### config.mk
export PLATFORM = sky130hd
export DESIGN_NAME = brush_stroke_stamp_spacer_unit
export DESIGN_NICKNAME = d
export VERILOG_FILES = /design/src/hw/rtl/bss_pkg.sv /design/src/hw/rtl/bss_isqrt.sv /design/src/hw/rtl/bss_div.sv /design/src/hw/rtl/brush_stroke_stamp_spacer_unit.sv
export VERILOG_INCLUDE_DIRS = /design/src /design/src/hw/rtl
export SDC_FILE = /design/constraint.sdc
export NUM_CORES = 2
export LEC_CHECK = 0
export BUFFER_PORTS_ARGS = -buffer_cell sky130_fd_sc_hd__buf_4
export CAP_MARGIN = 10
export CORE_MARGIN = 5
export CORE_UTILIZATION = 60
export DETAILED_ROUTE_END_ITERATION = 12
export GPL_TIMING_DRIVEN = 0
export PLACE_DENSITY = 0.75
export SYNTH_ARGS = -nofsm -noshare
export SYNTH_HDL_FRONTEND = slang
export SYNTH_HIERARCHICAL = 1
export SYNTH_SLANG_ARGS = --single-unit
### constraint.sdc
create_clock -name clk_i -period 22.7 [get_ports clk_i]
set_input_delay 1.135 -clock clk_i [delete_from_list [all_inputs] [get_ports clk_i]]
set_output_delay 1.135 -clock clk_i [all_outputs]
set_load 0.01 [all_outputs]
### src/hw/rtl/brush_stroke_stamp_spacer_unit_defines.svh
// assertion macros for the brush stroke stamp spacer
// expects clk_i and rst_ni in the scope of use
`ifndef BRUSH_STROKE_STAMP_SPACER_UNIT_DEFINES_SVH
`define BRUSH_STROKE_STAMP_SPACER_UNIT_DEFINES_SVH

// same-cycle implication
`define BSS_ASSERT_NOW(lbl, ante, cons, msg) \
  lbl: assert property (@(posedge clk_i) disable iff (!rst_ni) (ante) |-> (cons)) \
    else $error(msg);

// next-cycle implication
`define BSS_ASSERT_NEXT(lbl, ante, cons, msg) \
  lbl: assert property (@(posedge clk_i) disable iff (!rst_ni) (ante) |=> (cons)) \
    else $error(msg);

`endif

### src/hw/rtl/bss_pkg.sv
// shared constants for the brush stroke stamp spacer
// no dependencies
package bss_pkg;
  localparam int MAX_STAMPS  = 64;
  localparam int CANVAS_SIZE = 2048;

  localparam int COORD_W  = 11;
  localparam int SPACE_W  = 10;
  localparam int TRAV_W   = 20;
  localparam int STEPS_W  = 7;
  localparam int SQ_W     = 32;
  localparam int ROOT_W   = 16;
  localparam int DIV_NW   = 21;
  localparam int DIV_DW   = 16;

  localparam logic [COORD_W-1:0] COORD_MAX = COORD_W'(CANVAS_SIZE - 1);
  localparam logic [TRAV_W-1:0]  TRAV_MAX  = '1;
  localparam logic [SPACE_W-1:0] SPACE_RST = SPACE_W'(32);
endpackage

### src/hw/rtl/bss_isqrt.sv
// digit-serial integer square root, two operand bits per cycle
// depends on bss_pkg
module bss_isqrt (
  input  logic                           clk_i,
  input  logic                           rst_ni,
  input  logic                           start_i,
  input  logic [bss_pkg::SQ_W-1:0]       op_i,
  output logic                           done_o,
  output logic [bss_pkg::ROOT_W-1:0]     root_o
);
  logic [bss_pkg::SQ_W-1:0]   op_q, op_d;
  logic [bss_pkg::ROOT_W:0]   rem_q, rem_d;
  logic [bss_pkg::ROOT_W-1:0] root_q, root_d;
  logic [3:0]                 cnt_q, cnt_d;
  logic                       busy_q, busy_d, done_q, done_d;
  logic [bss_pkg::ROOT_W+2:0] rem_w;
  logic [bss_pkg::ROOT_W+1:0] trial_w;

  always_comb begin
    op_d    = op_q;
    rem_d   = rem_q;
    root_d  = root_q;
    cnt_d   = cnt_q;
    busy_d  = busy_q;
    done_d  = 1'b0;
    rem_w   = {rem_q, op_q[bss_pkg::SQ_W-1 -: 2]};
    trial_w = {root_q, 2'b01};
    if (start_i) begin
      op_d   = op_i;
      rem_d  = '0;
      root_d = '0;
      cnt_d  = '0;
      busy_d = 1'b1;
    end else if (busy_q) begin
      op_d = {op_q[bss_pkg::SQ_W-3:0], 2'b00};
      if (rem_w >= {1'b0, trial_w}) begin
        rem_d  = (bss_pkg::ROOT_W+1)'(rem_w - {1'b0, trial_w});
        root_d = {root_q[bss_pkg::ROOT_W-2:0], 1'b1};
      end else begin
        rem_d  = rem_w[bss_pkg::ROOT_W:0];
        root_d = {root_q[bss_pkg::ROOT_W-2:0], 1'b0};
      end
      cnt_d = cnt_q + 4'd1;
      if (cnt_q == 4'd15) begin
        busy_d = 1'b0;
        done_d = 1'b1;
      end
    end
  end

  always_ff @(posedge clk_i or negedge rst_ni) begin
    if (!rst_ni) begin
      busy_q <= 1'b0;
      done_q <= 1'b0;
      cnt_q  <= '0;
    end else begin
      busy_q <= busy_d;
      done_q <= done_d;
      cnt_q  <= cnt_d;
    end
  end

  always_ff @(posedge clk_i) begin
    op_q   <= op_d;
    rem_q  <= rem_d;
    root_q <= root_d;
  end

  assign done_o = done_q;
  assign root_o = root_q;
endmodule

### src/hw/rtl/bss_div.sv
// bit-serial restoring divider, one quotient bit per cycle
// depends on bss_pkg
module bss_div (
  input  logic                         clk_i,
  input  logic                         rst_ni,
  input  logic                         start_i,
  input  logic [bss_pkg::DIV_NW-1:0]   num_i,
  input  logic [bss_pkg::DIV_DW-1:0]   den_i,
  output logic                         done_o,
  output logic [bss_pkg::DIV_NW-1:0]   quo_o,
  output logic [bss_pkg::DIV_DW-1:0]   rem_o
);
  logic [bss_pkg::DIV_NW-1:0] num_q, num_d;
  logic [bss_pkg::DIV_DW-1:0] den_q, den_d, rem_q, rem_d;
  logic [4:0]                 cnt_q, cnt_d;
  logic                       busy_q, busy_d, done_q, done_d;
  logic [bss_pkg::DIV_DW:0]   rem_w;

  always_comb begin
    num_d  = num_q;
    den_d  = den_q;
    rem_d  = rem_q;
    cnt_d  = cnt_q;
    busy_d = busy_q;
    done_d = 1'b0;
    rem_w  = {rem_q, num_q[bss_pkg::DIV_NW-1]};
    if (start_i) begin
      num_d  = num_i;
      den_d  = den_i;
      rem_d  = '0;
      cnt_d  = '0;
      busy_d = 1'b1;
    end else if (busy_q) begin
      if (rem_w >= {1'b0, den_q}) begin
        rem_d = bss_pkg::DIV_DW'(rem_w - {1'b0, den_q});
        num_d = {num_q[bss_pkg::DIV_NW-2:0], 1'b1};
      end else begin
        rem_d = rem_w[bss_pkg::DIV_DW-1:0];
        num_d = {num_q[bss_pkg::DIV_NW-2:0], 1'b0};
      end
      cnt_d = cnt_q + 5'd1;
      if (cnt_q == 5'(bss_pkg::DIV_NW - 1)) begin
        busy_d = 1'b0;
        done_d = 1'b1;
      end
    end
  end

  always_ff @(posedge clk_i or negedge rst_ni) begin
    if (!rst_ni) begin
      busy_q <= 1'b0;
      done_q <= 1'b0;
      cnt_q  <= '0;
    end else begin
      busy_q <= busy_d;
      done_q <= done_d;
      cnt_q  <= cnt_d;
    end
  end

  always_ff @(posedge clk_i) begin
    num_q <= num_d;
    den_q <= den_d;
    rem_q <= rem_d;
  end

  assign done_o = done_q;
  assign quo_o  = num_q;
  assign rem_o  = rem_q;
endmodule

### src/hw/rtl/brush_stroke_stamp_spacer_unit.sv
// brush stroke stamp spacer, top level: control sequencer and state
// depends on bss_pkg, bss_isqrt, bss_div and the defines header
//
// usage
//   input channel (in_valid_i / in_stall_o) takes one pen event per beat:
//   mode_i 0 starts a stroke, 1 reports a pen move to pen_x_i / pen_y_i
//   output channel (out_valid_o / out_stall_i) gives dab positions, one per
//   beat, with last_dab_o on the final dab caused by an event
//   cfg_we_i writes cfg_wdata_i into the dab spacing (1/16 pixel)
// timing
//   one event at a time; in_stall_o stays high until its last dab is in the
//   output register
//   start event: the sequencer goes to its start state, which loads the
//   dab into the output register once the slot is free and goes back to
//   idle in the same cycle, ready for the next event
//   move event: two square roots, one division for the dab count and two
//   for the per-axis step, then the dabs one by one; a pen on the anchor
//   skips the two per-axis divisions
//   a move emitting no dab finishes after the first root
// reset: spacing back to 32, anchor, pen and travelled length to zero
// a stalled output beat holds; the sequencer waits on it before the next dab
`include "brush_stroke_stamp_spacer_unit_defines.svh"
module brush_stroke_stamp_spacer_unit (
  input  logic                            clk_i,
  input  logic                            rst_ni,
  input  logic                            cfg_we_i,
  input  logic [bss_pkg::SPACE_W-1:0]     cfg_wdata_i,
  input  logic                            in_valid_i,
  output logic                            in_stall_o,
  input  logic                            mode_i,
  input  logic [bss_pkg::COORD_W-1:0]     pen_x_i,
  input  logic [bss_pkg::COORD_W-1:0]     pen_y_i,
  output logic                            out_valid_o,
  input  logic                            out_stall_i,
  output logic [bss_pkg::COORD_W-1:0]     dab_x_o,
  output logic [bss_pkg::COORD_W-1:0]     dab_y_o,
  output logic                            last_dab_o
);
  localparam logic [3:0] S_IDLE   = 4'd0;
  localparam logic [3:0] S_START  = 4'd1;
  localparam logic [3:0] S_SQ     = 4'd2;
  localparam logic [3:0] S_ROOT   = 4'd3;
  localparam logic [3:0] S_ROOT_W = 4'd4;
  localparam logic [3:0] S_STEPS  = 4'd5;
  localparam logic [3:0] S_MUL    = 4'd6;
  localparam logic [3:0] S_DIVX   = 4'd7;
  localparam logic [3:0] S_DIVX_W = 4'd8;
  localparam logic [3:0] S_DIVY   = 4'd9;
  localparam logic [3:0] S_DIVY_W = 4'd10;
  localparam logic [3:0] S_STEP   = 4'd11;
  localparam logic [3:0] S_EMIT   = 4'd12;

  localparam int CW = bss_pkg::COORD_W;

  logic [3:0] state_q, state_d;

  // architectural state
  logic [bss_pkg::SPACE_W-1:0] spacing_q;
  logic [CW-1:0] anchor_x_q, anchor_y_q, prev_x_q, prev_y_q;
  logic [bss_pkg::TRAV_W-1:0] trav_q;

  // per-event working registers
  logic [CW-1:0] px_q, py_q;
  logic          phase_q;
  logic [21:0]   sqx_q, sqy_q;
  logic [22:0]   sq_sum;
  logic [bss_pkg::ROOT_W-1:0] len_q;
  logic [bss_pkg::STEPS_W-1:0] steps_q, k_q;
  logic signed [22:0] ax_q, ay_q;
  logic [16:0] used_q;
  logic signed [15:0] qx_step_q, qy_step_q, qx_q, qy_q;
  logic [15:0] rx_step_q, ry_step_q, rx_q, ry_q;

  // output register
  logic          out_vld_q;
  logic [CW-1:0] dab_x_q, dab_y_q;
  logic          last_q;

  // serial units
  logic                           sq_start;
  logic                           sq_done;
  logic [bss_pkg::ROOT_W-1:0]     sq_root;
  logic                           div_start;
  logic [bss_pkg::DIV_NW-1:0]     div_num;
  logic [bss_pkg::DIV_DW-1:0]     div_den;
  logic                           div_done;
  logic [bss_pkg::DIV_NW-1:0]     div_quo;
  logic [bss_pkg::DIV_DW-1:0]     div_rem;

  // squared length can reach 23 bits
  assign sq_sum = {1'b0, sqx_q} + {1'b0, sqy_q};

  bss_isqrt u_isqrt (
    .clk_i   (clk_i),
    .rst_ni  (rst_ni),
    .start_i (sq_start),
    .op_i    ({1'b0, sq_sum, 8'h00}),
    .done_o  (sq_done),
    .root_o  (sq_root)
  );

  bss_div u_div (
    .clk_i   (clk_i),
    .rst_ni  (rst_ni),
    .start_i (div_start),
    .num_i   (div_num),
    .den_i   (div_den),
    .done_o  (div_done),
    .quo_o   (div_quo),
    .rem_o   (div_rem)
  );

  // helpers
  logic [bss_pkg::SPACE_W-1:0] sp_w;
  logic [CW-1:0] pen_x_w, pen_y_w, opb_x, opb_y;
  logic signed [11:0] dx_w, dy_w;
  logic signed [23:0] sqx_full, sqy_full;
  logic [bss_pkg::TRAV_W:0] trav_sum;
  logic [bss_pkg::TRAV_W-1:0] trav_new;
  logic signed [22:0] ax_full, ay_full;
  logic [22:0] ax_mag, ay_mag;
  logic        sel_neg;
  logic signed [15:0] q_step_w;
  logic [15:0] r_step_w;
  logic [16:0] rx_sum, ry_sum;
  logic signed [16:0] pos_x, pos_y;
  logic [CW-1:0] dab_x_w, dab_y_w;
  logic          slot_free, out_load, last_w;
  logic [CW-1:0] load_x, load_y;

  assign sp_w    = (spacing_q == '0) ? bss_pkg::SPACE_W'(1) : spacing_q;
  assign pen_x_w = (pen_x_i > bss_pkg::COORD_MAX) ? bss_pkg::COORD_MAX : pen_x_i;
  assign pen_y_w = (pen_y_i > bss_pkg::COORD_MAX) ? bss_pkg::COORD_MAX : pen_y_i;

  // distance from prev or from anchor, depending on phase
  assign opb_x    = phase_q ? anchor_x_q : prev_x_q;
  assign opb_y    = phase_q ? anchor_y_q : prev_y_q;
  assign dx_w     = $signed({1'b0, px_q}) - $signed({1'b0, opb_x});
  assign dy_w     = $signed({1'b0, py_q}) - $signed({1'b0, opb_y});
  assign sqx_full = dx_w * dx_w;
  assign sqy_full = dy_w * dy_w;

  assign trav_sum = {1'b0, trav_q} + {5'b0, sq_root};
  assign trav_new = trav_sum[bss_pkg::TRAV_W] ? bss_pkg::TRAV_MAX
                                              : trav_sum[bss_pkg::TRAV_W-1:0];

  assign ax_full = $signed({1'b0, sp_w}) * dx_w;
  assign ay_full = $signed({1'b0, sp_w}) * dy_w;
  assign ax_mag  = ax_q[22] ? 23'(-ax_q) : ax_q;
  assign ay_mag  = ay_q[22] ? 23'(-ay_q) : ay_q;

  // floor division step from the magnitude quotient
  assign sel_neg = (state_q == S_DIVX_W) ? ax_q[22] : ay_q[22];
  always_comb begin
    if (!sel_neg) begin
      q_step_w = $signed(div_quo[15:0]);
      r_step_w = div_rem;
    end else if (div_rem != '0) begin
      q_step_w = -$signed(div_quo[15:0]) - 16'sd1;
      r_step_w = len_q - div_rem;
    end else begin
      q_step_w = -$signed(div_quo[15:0]);
      r_step_w = '0;
    end
  end

  assign rx_sum = {1'b0, rx_q} + {1'b0, rx_step_q};
  assign ry_sum = {1'b0, ry_q} + {1'b0, ry_step_q};

  // dab position, clamped to the canvas
  assign pos_x = $signed({6'b0, anchor_x_q}) + $signed({qx_q[15], qx_q});
  assign pos_y = $signed({6'b0, anchor_y_q}) + $signed({qy_q[15], qy_q});
  assign dab_x_w = pos_x[16] ? '0 : (pos_x > $signed({6'b0, bss_pkg::COORD_MAX}))
                   ? bss_pkg::COORD_MAX : pos_x[CW-1:0];
  assign dab_y_w = pos_y[16] ? '0 : (pos_y > $signed({6'b0, bss_pkg::COORD_MAX}))
                   ? bss_pkg::COORD_MAX : pos_y[CW-1:0];

  assign slot_free = !out_vld_q || !out_stall_i;
  assign last_w    = (state_q == S_START) || (k_q == steps_q);
  assign out_load  = slot_free && ((state_q == S_START) || (state_q == S_EMIT));
  assign load_x    = (state_q == S_START) ? px_q : dab_x_w;
  assign load_y    = (state_q == S_START) ? py_q : dab_y_w;

  // sequencer
  always_comb begin
    state_d   = state_q;
    sq_start  = 1'b0;
    div_start = 1'b0;
    div_num   = ax_mag[bss_pkg::DIV_NW-1:0];
    div_den   = len_q;
    case (state_q)
      S_IDLE: begin
        if (in_valid_i) state_d = mode_i ? S_SQ : S_START;
      end
      S_START: begin
        if (slot_free) state_d = S_IDLE;
      end
      S_SQ:     state_d = S_ROOT;
      S_ROOT: begin
        sq_start = 1'b1;
        state_d  = S_ROOT_W;
      end
      S_ROOT_W: begin
        if (sq_done) begin
          if (phase_q) begin
            state_d = S_MUL;
          end else if (trav_new <= {10'b0, sp_w}) begin
            state_d = S_IDLE;
          end else begin
            div_start = 1'b1;
            div_num   = {1'b0, trav_new};
            div_den   = {6'b0, sp_w};
            state_d   = S_STEPS;
          end
        end
      end
      S_STEPS: begin
        if (div_done) state_d = S_SQ;
      end
      S_MUL:    state_d = S_DIVX;
      S_DIVX: begin
        if (len_q == '0) begin
          state_d = S_STEP;
        end else begin
          div_start = 1'b1;
          state_d   = S_DIVX_W;
        end
      end
      S_DIVX_W: begin
        if (div_done) state_d = S_DIVY;
      end
      S_DIVY: begin
        div_start = 1'b1;
        div_num   = ay_mag[bss_pkg::DIV_NW-1:0];
        state_d   = S_DIVY_W;
      end
      S_DIVY_W: begin
        if (div_done) state_d = S_STEP;
      end
      S_STEP:   state_d = S_EMIT;
      S_EMIT: begin
        if (slot_free) state_d = last_w ? S_IDLE : S_STEP;
      end
      default:  state_d = S_IDLE;
    endcase
  end

  assign in_stall_o = (state_q != S_IDLE);

  always_ff @(posedge clk_i or negedge rst_ni) begin
    if (!rst_ni) begin
      state_q    <= S_IDLE;
      spacing_q  <= bss_pkg::SPACE_RST;
      anchor_x_q <= '0;
      anchor_y_q <= '0;
      prev_x_q   <= '0;
      prev_y_q   <= '0;
      trav_q     <= '0;
      phase_q    <= 1'b0;
      out_vld_q  <= 1'b0;
    end else begin
      state_q <= state_d;
      if (cfg_we_i) spacing_q <= cfg_wdata_i;
      if (out_load) begin
        out_vld_q <= 1'b1;
      end else if (!out_stall_i) begin
        out_vld_q <= 1'b0;
      end
      case (state_q)
        S_IDLE: begin
          phase_q <= 1'b0;
          if (in_valid_i && !mode_i) begin
            anchor_x_q <= pen_x_w;
            anchor_y_q <= pen_y_w;
            prev_x_q   <= pen_x_w;
            prev_y_q   <= pen_y_w;
            trav_q     <= '0;
          end
        end
        S_ROOT_W: begin
          if (sq_done && !phase_q) begin
            trav_q   <= trav_new;
            prev_x_q <= px_q;
            prev_y_q <= py_q;
          end
        end
        S_STEPS: begin
          if (div_done) phase_q <= 1'b1;
        end
        S_EMIT: begin
          if (slot_free && last_w) begin
            anchor_x_q <= dab_x_w;
            anchor_y_q <= dab_y_w;
            trav_q     <= trav_q - {3'b0, used_q};
          end
        end
        default: ;
      endcase
    end
  end

  // working registers, no reset needed
  always_ff @(posedge clk_i) begin
    if (state_q == S_IDLE && in_valid_i) begin
      px_q <= pen_x_w;
      py_q <= pen_y_w;
    end
    if (state_q == S_SQ) begin
      sqx_q <= sqx_full[21:0];
      sqy_q <= sqy_full[21:0];
    end
    if (state_q == S_ROOT_W && sq_done) len_q <= sq_root;
    if (state_q == S_STEPS && div_done) begin
      // cap the dab count
      steps_q <= (div_quo > bss_pkg::DIV_NW'(bss_pkg::MAX_STAMPS))
                 ? bss_pkg::STEPS_W'(bss_pkg::MAX_STAMPS) : div_quo[bss_pkg::STEPS_W-1:0];
    end
    if (state_q == S_MUL) begin
      ax_q   <= ax_full;
      ay_q   <= ay_full;
      used_q <= 17'(steps_q * sp_w);
      qx_q   <= '0;
      qy_q   <= '0;
      rx_q   <= '0;
      ry_q   <= '0;
      k_q    <= '0;
      // pen on the anchor: every dab stays at the anchor
      qx_step_q <= '0;
      qy_step_q <= '0;
      rx_step_q <= '0;
      ry_step_q <= '0;
    end
    if (state_q == S_DIVX_W && div_done) begin
      qx_step_q <= q_step_w;
      rx_step_q <= r_step_w;
    end
    if (state_q == S_DIVY_W && div_done) begin
      qy_step_q <= q_step_w;
      ry_step_q <= r_step_w;
    end
    if (state_q == S_STEP) begin
      k_q <= k_q + bss_pkg::STEPS_W'(1);
      if (len_q != '0 && rx_sum >= {1'b0, len_q}) begin
        rx_q <= 16'(rx_sum - {1'b0, len_q});
        qx_q <= qx_q + qx_step_q + 16'sd1;
      end else begin
        rx_q <= rx_sum[15:0];
        qx_q <= qx_q + qx_step_q;
      end
      if (len_q != '0 && ry_sum >= {1'b0, len_q}) begin
        ry_q <= 16'(ry_sum - {1'b0, len_q});
        qy_q <= qy_q + qy_step_q + 16'sd1;
      end else begin
        ry_q <= ry_sum[15:0];
        qy_q <= qy_q + qy_step_q;
      end
    end
    if (out_load) begin
      dab_x_q <= load_x;
      dab_y_q <= load_y;
      last_q  <= last_w;
    end
  end

  assign out_valid_o = out_vld_q;
  assign dab_x_o     = dab_x_q;
  assign dab_y_o     = dab_y_q;
  assign last_dab_o  = last_q;

  `BSS_ASSERT_NEXT(a_accept_busy, in_valid_i && !in_stall_o, state_q != S_IDLE, "event not taken")
  `BSS_ASSERT_NEXT(a_last_idle, out_load && last_w, state_q == S_IDLE, "last dab without idle")
  `BSS_ASSERT_NOW(a_steps_range, state_q == S_EMIT, (steps_q != '0) && (steps_q <= bss_pkg::STEPS_W'(bss_pkg::MAX_STAMPS)), "dab count out of range")
endmodule

==> key figures <==
Logic synthesis
  – EDFF count, synth: 375
  – Mapped cell area: 54820 µm²
  – Synth cell types: 111
  – Asr flop ratio synth: 17.99%
  – YS warnings: 6
  – Cell count after synthesis: 5935
  – Seq/Total Area, Yosys: 26.58%
  – Top_reg_cell synth: edfxtp_1
  – Number of synthesized register bits: 517
  – Synthesized area per cell: 9.236 µm²

Clock tree
  – Cts bufs inserted: 58
  – Clk sink count: 517
  – CTS max path bufs: 3
  – Worst-path clk slew: 0.06 ns
  – Post-CTS Setup Bufs: 0
  – Clock Tree Root: clkbuf_16
  – Post_cts resized: 0
  – Clock tree from TritonCTS: yes
  – Clock Latency Late Sink: 0.66 ns
  – H-tree depth: 2
  – CTS Hold Bufs: 0

Worst setup path
  – Worst Path Buf+Inv: 7
  – Max FO, Critical Path: 10
  – CP max-delay cell: a21oi_1
  – CP Class: register to register
  – Crit path DAT: 10.91 ns
  – CP Data Required Time: 23.07 ns
  – CP Launch Type: register
  – CP startpoint: phase_q
  – Slowest Stage Delay on Critical Path: 1.02 ns
  – Crit end category: register
  – Critical path's top delay family: adder cells
  – Top cell by count, worst path: fa_1
  – RR Startpoint: phase_q

Final layout
  – Ant. Diodes: 0
  – Area of the multi-input gates: 35970 µm²
  – FF+latch area: 14570 µm²
  – Design area: 59080 µm²
  – Nets: 7116
  – # fillers: 7263
  – Area Overhead vs Synth: 7.786%
  – Layout cells sized above 1: 5.422%

Global routing
  – Largest net degree at the start of global routing: 61
  – Vias in the first global route: 43.33k
  – Initial antenna violation count: 1
  – First-pass GRT wire length: 238700 µm
  – Total global routing overflow: 0
  – Gr usage total: 30.83%

Flow run
  – Max Cap Violations: 0

Power and ir drop
  – Worst IR Drop VDD: 0.00006147 V
  – Sequential power share: 35.1%
  – Clock network fraction of total power: 34.8%
  – Internal Power: 2059 µW
  – P per Cell Area: 50.93 nW/µm²
  – Combinational power share: 30.1%
  – Leakage: 0.02596 µW
  – Sw Share: 31.57%
  – Sw power: 950.0 µW

Timing
  – Slew @ Worst Pin: 1.346 ns
  – Final TNS setup: 0 ns
  – Max-slew violations: 0
  – Unrepaired setup endpoints after global routing: no
  – Fmax: 94.93 MHz
  – Hold Violations, Final: 0
  – PnR worst setup slack: 12.17 ns
  – # setup viols final: 0
  – Relative slew slack: 10.25%
  – Clock skew: 0.02254 ns
  – Crit share post-route: 46.40%
  – Final min period: 10.53 ns

Die
  – Die width: 312.3 µm
  – Cell Rows: 110
  – Die Span Y: 312.3 µm
  – # IOs: 63
  – Die ar.: 97510 µm²
  – Core outline area: 90290 µm²
  – Starting Density: 60.71%

Routing
  – DRT Pass-1 Iters: 6
  – Total wire length: 152000 µm
  – DR iter-0 viols: 3596
  – DR DRC count: 0
  – Antenna Violating Nets Remaining: 0
  – Vias/cell: 5.926
  – Via Count: 43.26k
  – Per-cell routed wire length: 20.82 µm

Min path
  – Hold Path Class: input pin to asynchronous set/reset pin

Placed design
  – Port Buffers: 61
  – DP HPWL: 122300 µm
  – Global placement routability congestion: 1.031
  – Pre-CTS WS: 12.28 ns
  – Placed Instance Area: 56950 µm²

Outcome
  – Status: finished, final reports clean
[final timing paths]
path	endpoint	slack, ns	depth (start not counted)
min	spacing_q[0]	0.46	1
max in group asynchronous	u_isqrt/cnt_q[1]	21.47	2
max	sqx_q[21]	12.17	30
max reg2reg	sqx_q[21]	12.17	30
min reg2reg	prev_x_q[5]	0.48	2
min in group clk_i	prev_x_q[5]	0.48	2
[cells in the mapped netlist, drive strengths merged (60+ instances only)]
cell type	count	share of area [%]
nor3	81	0.74
clkbuf	181	1.2
nand3	114	1.0
nand2	505	3.5
dfrtp	92	4.2
a21o	86	1.2
xor2	136	2.2
fa	505	18
a21oi	272	2.5
mux2i	87	1.6
and2	60	0.69
inv	901	6.2
ha	500	11
edfxtp	375	21
nor2	629	4.3
o21ai	221	2.0
xnor2	259	4.1
[per-layer routing]
metal / share of wire [%] / global-route usage (%)
met4: 7.3 / 18.11
met1: 40 / 39.86
met2: 46 / 49.80
met3: 7.2 / 4.453
met5: 0.0086 / 0
[metrics by stage]
stage                     hold slack, ns  utilization (%)  total power (µW)  cells
after CTS                         0.4649            65.43              3017   7297
final                             0.4616            65.44              3009   7299
after detailed placement          0.4695            63.08              1973   7187
after global placement            0.4601            62.88              1946   7180
after floorplan                   0.4460                -              1782   5943
after global routing              0.4985            65.44              3189   7299
[final cells by class]
type	instances	share of cell area, %
multi-input cells	4297	60.89
clock inverters	48	1.072
plain buffers	223	1.597
repair buffers	70	1.021
flip-flops and latches	517	24.66
clock buffers	62	2.518
well taps	1176	2.490
inverters	906	5.756
[power by group through the flow]
stage | sequential, µW | clock (µW) | combinational [µW]
2_1_floorplan | 1080 | 0 | 707
3_3_place_gp | 1080 | 0 | 871
3_5_place_dp | 1080 | 0 | 898
4_1_cts | 1060 | 1060 | 904
5_1_grt | 1060 | 1100 | 1040
6_report | 1060 | 1050 | 906
[cell families after synthesis]
| logic type | Yosys count | synth area share, % |
|---|---|---|
| fa+ha+maj | 1005 | 29.86 |
| compound gates | 1035 | 12.41 |
| other cells | 1 | 0.006841 |
| flops | 517 | 26.58 |
| simple gates | 1709 | 14.15 |
| mux | 144 | 2.766 |
| buf+inv | 1129 | 7.925 |
| xor+xnor | 395 | 6.311 |
[registers in the layout (all words and copies together), names as in the netlist, 16 cells and up]
signal	cells
ax_q	22
rx_step_q	16
u_div/rem_o	16
len_q	16
u_isqrt/rem_q	17
u_isqrt/op_q	32
qx_q	16
qy_step_q	16
u_isqrt/root_o	16
u_div/quo_o	21
sqy_q	21
u_div/den_q	16
ry_step_q	16
trav_q	20
ay_q	22
sqx_q	21
ry_q	16
rx_q	16
qx_step_q	16
used_q	17
qy_q	16
[placed cells by master (no fill, tap or decap), types with 47 or more instances in the layout]
cell and n:
a21o_1 85, a21oi_1 270, and2_1 57, and3_1 56
buf_4 65, clkbuf_1 183, clkbuf_16 59, dfrtp_1 92
dfxtp_1 49, edfxtp_1 375, fa_1 505, ha_1 500
inv_1 896, mux2_2 56, mux2i_1 87, nand2_1 500
nand2b_1 47, nand3_1 113, nor2_1 627, nor3_1 81
o21ai_0 217, xnor2_1 257, xor2_1 136
Power figures use the tool's default switching activity.
